### config.mk
export PLATFORM = sky130hd
export DESIGN_NAME = wma_ctrl
export DESIGN_NICKNAME = d
export VERILOG_FILES = /design/src/rtl/wma_pkg.sv /design/src/rtl/wma_ctrl.sv
export SDC_FILE = /design/constraint.sdc
export NUM_CORES = 1
export LEC_CHECK = 0
export BUFFER_PORTS_ARGS = -buffer_cell sky130_fd_sc_hd__buf_2
export CORE_AREA = 2 2 39 41
export CTS_CLUSTER_DIAMETER = 150
export DETAILED_ROUTE_END_ITERATION = 10
export DIE_AREA = 0 0 41 43
export GPL_TIMING_DRIVEN = 0
export MAX_ROUTING_LAYER = met4
export PLACE_DENSITY = 0.46
export SYNTH_ARGS = -nofsm -noshare
export SYNTH_HDL_FRONTEND = slang
export SYNTH_SLANG_ARGS = --single-unit
### constraint.sdc
create_clock -name i_clk -period 1.8 [get_ports i_clk]
set_input_delay 0.27 -clock i_clk [delete_from_list [all_inputs] [get_ports i_clk]]
set_output_delay 0.27 -clock i_clk [all_outputs]
set_load 0.01 [all_outputs]
### src/rtl/wma_pkg.sv
package wma_pkg;

    localparam int SMP_W      = 24;
    localparam int SUM_W      = 30;
    localparam int TS_W       = 32;
    localparam int LEN_W      = 6;
    localparam int RING_DEPTH = 64;
    localparam int IDX_W      = $clog2(RING_DEPTH);
    localparam int DIV_STEPS  = SUM_W;
    localparam int CNT_W      = $clog2(DIV_STEPS);

    typedef enum logic [2:0] {
        S_IDLE,
        S_READ,
        S_SUM,
        S_DIV,
        S_FIX,
        S_DONE
    } t_state;

    // controller to datapath
    typedef struct packed {
        logic load;      // capture the incoming word
        logic rd;        // read the ring slot under the write index
        logic upd;       // update sum, ring and held values
        logic div_step;  // one quotient bit
        logic div_fin;   // apply sign and latch the average
        logic out_load;  // move the result into the output register
    } t_dp_cmd;

    // datapath to controller
    typedef struct packed {
        logic wrap;      // this word closes the window
        logic div_last;  // final quotient bit in this cycle
        logic out_free;  // output register can take a result
    } t_dp_sts;

endpackage

### src/rtl/wma_ctrl.sv
module wma_ctrl import wma_pkg::*; (
    input  logic    i_clk,
    input  logic    i_rst_n,
    input  logic    i_in_valid,
    output logic    o_in_ready,
    input  t_dp_sts i_sts,
    output t_dp_cmd o_cmd
);

    t_state r_state;
    t_state n_state;

    always_ff @(posedge i_clk) begin
        if (!i_rst_n) begin
            r_state <= S_IDLE;
        end else begin
            r_state <= n_state;
        end
    end

    always_comb begin
        n_state = r_state;
        case (r_state)
            S_IDLE: begin
                if (i_in_valid) begin
                    n_state = S_READ;
                end
            end
            S_READ: begin
                n_state = S_SUM;
            end
            S_SUM: begin
                n_state = i_sts.wrap ? S_DIV : S_DONE;
            end
            S_DIV: begin
                if (i_sts.div_last) begin
                    n_state = S_FIX;
                end
            end
            S_FIX: begin
                n_state = S_DONE;
            end
            S_DONE: begin
                if (i_sts.out_free) begin
                    n_state = S_IDLE;
                end
            end
            default: begin
                n_state = S_IDLE;
            end
        endcase
    end

    always_comb begin
        o_cmd      = '0;
        o_in_ready = 1'b0;
        case (r_state)
            S_IDLE: begin
                o_in_ready = 1'b1;
                o_cmd.load = i_in_valid;
            end
            S_READ: begin
                o_cmd.rd = 1'b1;
            end
            S_SUM: begin
                o_cmd.upd = 1'b1;
            end
            S_DIV: begin
                o_cmd.div_step = 1'b1;
            end
            S_FIX: begin
                o_cmd.div_fin = 1'b1;
            end
            S_DONE: begin
                o_cmd.out_load = i_sts.out_free;
            end
            default: begin
                o_cmd = '0;
            end
        endcase
    end

endmodule

### After elaboration in Yosys (flattened, before gate mapping)

Cells that the tools add are included.

* equal/unequal tests: 8
* mux-type cells: 12
* reductions and logical operators: 2

Operator list (number)
* case mux 3 bit (6 select lines): 1
* two-way mux 3 bit: 4
* two-way mux 1 bit: 7
* == test 3 x 2 -> 1 bit, second input constant: 2
* == test 3 bit, second input constant: 2
* != test 2 bit, second input constant: 3
* == test 3 x 1 -> 1 bit, second input constant: 1
* zero test 3 bit: 1
* AND reduction 3 bit: 1

* register bits after elaboration: 3
* input port bits: 6
* output and inout port bits: 7
* word-level logic and storage cells: 23

### Depth between registers and ports, before layout

* depth in word-level cells: 3
* depth in mapped cells: 4
* depth with buffers taken out: 3

### Least setup slack after synthesis

No wires, ideal clock.

* kind: register to output
* start: reg r_state[1]
* end: out o_cmd[5] in the netlist's numbering
* arrival: 1.011 ns
* required time: 1.530 ns
* slack: 0.519 ns
* stages on the path, launching flop included: 4
* buffers on the path: 1
* cells stage by stage: dfxtp_1 buf_6 nor3_1 and2_1

RTL lines
* start: declaration: RTL line wma_ctrl.sv:10 `t_state r_state;`
* start signal: assignment: RTL line wma_ctrl.sv:17 `r_state <= n_state;`
* end: declaration: RTL line wma_ctrl.sv:7 `output t_dp_cmd o_cmd`

==> impl_metrics.ini <==
[pwr]
p_leak_nw = 0.173
power_mw = 0.395
vdd_drop_max_mv = 0.277
power.density_nw_per_um2 = 1070

[worst_setup_path]
worstPathRequired_ns = 1.53
slowest_stage = dfxtp_1
critical_path_class = reg2out
critPathTopFamily = simple AND/OR/NAND/NOR gates
worst_setup_path_end_kind = output pin
path_max_fanout = 10
cp_data_arrival_time_ns = 1.26
critPathMaxStageDelay_ns = 0.36
path_cells = buf_6, or2b_2, nor2_1, buf_2
worstSetupStartpointType = flop
crit_buf_inv = 2
rr_startpoint = r_state[1]
crit_start = r_state[1]

[global_routing]
grt_usage = 0.0854
overflow = 0
grt_pass1_vias = 272
grt_pass1_wl_um = 986
antenna_found_initial = 0
grt_max_degree = 11

[timing]
finClkSkew_ns = 0.00555
max_freq_mhz = 653
setup-tns-final_ns = 0
setup_viol = 0
tightest_slew_ns = 0.404
rsz0062_at_grt = false
hold_viol_final = 0
finalCritPeriodShare = 0.851
slew_viol_final = 0
relSlewSlack = 0.728
finalWorstPathRequiredPeriod_ns = 1.53

[drt]
num_vias = 286
drc = 0
drtIter0Drc = 1
wl_per_cell_um = 9.52
ant_nets = 0
wl_um = 619
viasPerCell = 4.40
drt-pass1-iter-count = 3

[placed_design]
io_buffers = 12
numPlacedInstances = 61
dp_hpwl_um = 466
gp_congestion = 0.611

[final_layout]
seq_area_um2 = 60.1
num_antenna_cells = 0
stdcell_count = 65
largest_register_ffs = 3
fin_nets = 56
multi_input_area_um2 = 160
final_util = 0.266
drive_gt1_frac = 0.429
fillers = 167
syn_to_final_growth_pct = 40.7
reg_top3 = r_state (3)
regMostFlops = r_state

[worst_hold_path]
hold_path.class = in2reg
min_from = i_rst_n

[clock_network]
holdBufCountCts = 0
numCtsBuffers = 3
cts_max_path_buffers = 2
cts_tree = built
clock_latency_ns = 0.23
cts.htree.levels = 1
cts_root_buf = clkbuf_4
clock_sinks = 3
cts_setup_buffers = 0
cts_resized = 0
clkSlewWorstSetupHoldPaths_ns = 0.04

[synthesis]
async_flop_share = 0
ys_seq_area_frac = 0.230
synthDominantAreaCellType = dfxtp_1
ys.flop_type = dfxtp_1
ys_warn_count = 0
syn-cell-area_um2 = 262
ys_top_cells_by_count = nor2_1 (4), buf_6 (3), dfxtp_1 (3), nor3_1 (3)
synth-edff-count = 0
synth.distinct_cells = 18
synth_top_area_frac = 0.230
syn_area_per_cell_um2 = 7.92
ys_ff_latch = 3
ys_top_cells_by_area = dfxtp_1 (23%), buf_6 (13%), nor4bb_1 (7.7%)
yosys.cell_count.top_type = nor2_1
synthCells = 33
synth.net_count = 39

[outcome]
status = finished clean

[floorplan]
core_area_um2 = 1380
die_h_um = 43
dieArea_um2 = 1760
io_pins = 13
initial_utilization = 0.189
fp.dieW_um = 41
row_count = 14

[job]
max-cap-violations = 0
[layout by cell type (no fill, tap or decap), drive strengths merged, types with 2 or more instances in the layout]
master and n:
buf 15, nor2 4, clkbuf 4, nor3 3
dfxtp 3, or2b 2, inv 2, nand2 2
nor4 2, nor4bb 2, nor3b 2
[worst reg2reg max path: cells and delay by family (launching register included)]
family                 cells  cell delay [ns]
buffers and inverters      1             0.14
AND/OR/NAND/NOR            2             0.47
AO/OA/AOI/OAI              1             0.21
flip-flops                 1             0.32
[final timing paths]
path	cells after the start	end	slack, ns
max	4	o_cmd[3]	0.27
min	2	r_state[2]	0.31
max reg2reg	4	r_state[2]	0.55
min reg2reg	2	r_state[1]	0.55
[area by class of cell]
type	instances	area share
Buffer	3	0.0918
Sequential cell	3	0.163
Tap cell	16	0.0544
Timing Repair Buffer	12	0.163
Multi-Input combinational cell	25	0.435
Inverter	2	0.0204
Clock buffer	4	0.0714
[report_power, final]
group	leakage, nW	internal (mW)	total (mW)	switching (mW)
logic	0.133	0.0932	0.186	0.0924
registers	0.0248	0.0802	0.0921	0.0119
clock network	0.0150	0.0831	0.117	0.0344
[logic make-up after synthesis]
family                 Yosys count  synth area share
AO/OA/AOI/OAI                    5             0.139
AND/OR/NAND/NOR                 20             0.474
buffers and inverters            5             0.158
flip-flops                       3             0.230
[through the flow]
stage               setup slack, ns  instance area, um^2  hold WS (ns)
floorplan                     0.519                  262         0.412
global placement              0.502                  342         0.537
detailed placement            0.503                  342         0.538
CTS                           0.259                  368         0.302
global route                  0.169                  368         0.301
finish                        0.268                  368         0.305
[metal layers]
metal | vias up | GRT usage | part of all wire
met5 | - | - | 0
met4 | 0 | 0.0600 | 0
met3 | 0 | 0.0157 | 0.057
met2 | 9 | 0.144 | 0.52
met1 | 126 | 0.0804 | 0.42
li1 | 151 | - | -
Power figures use the tool's default switching activity.
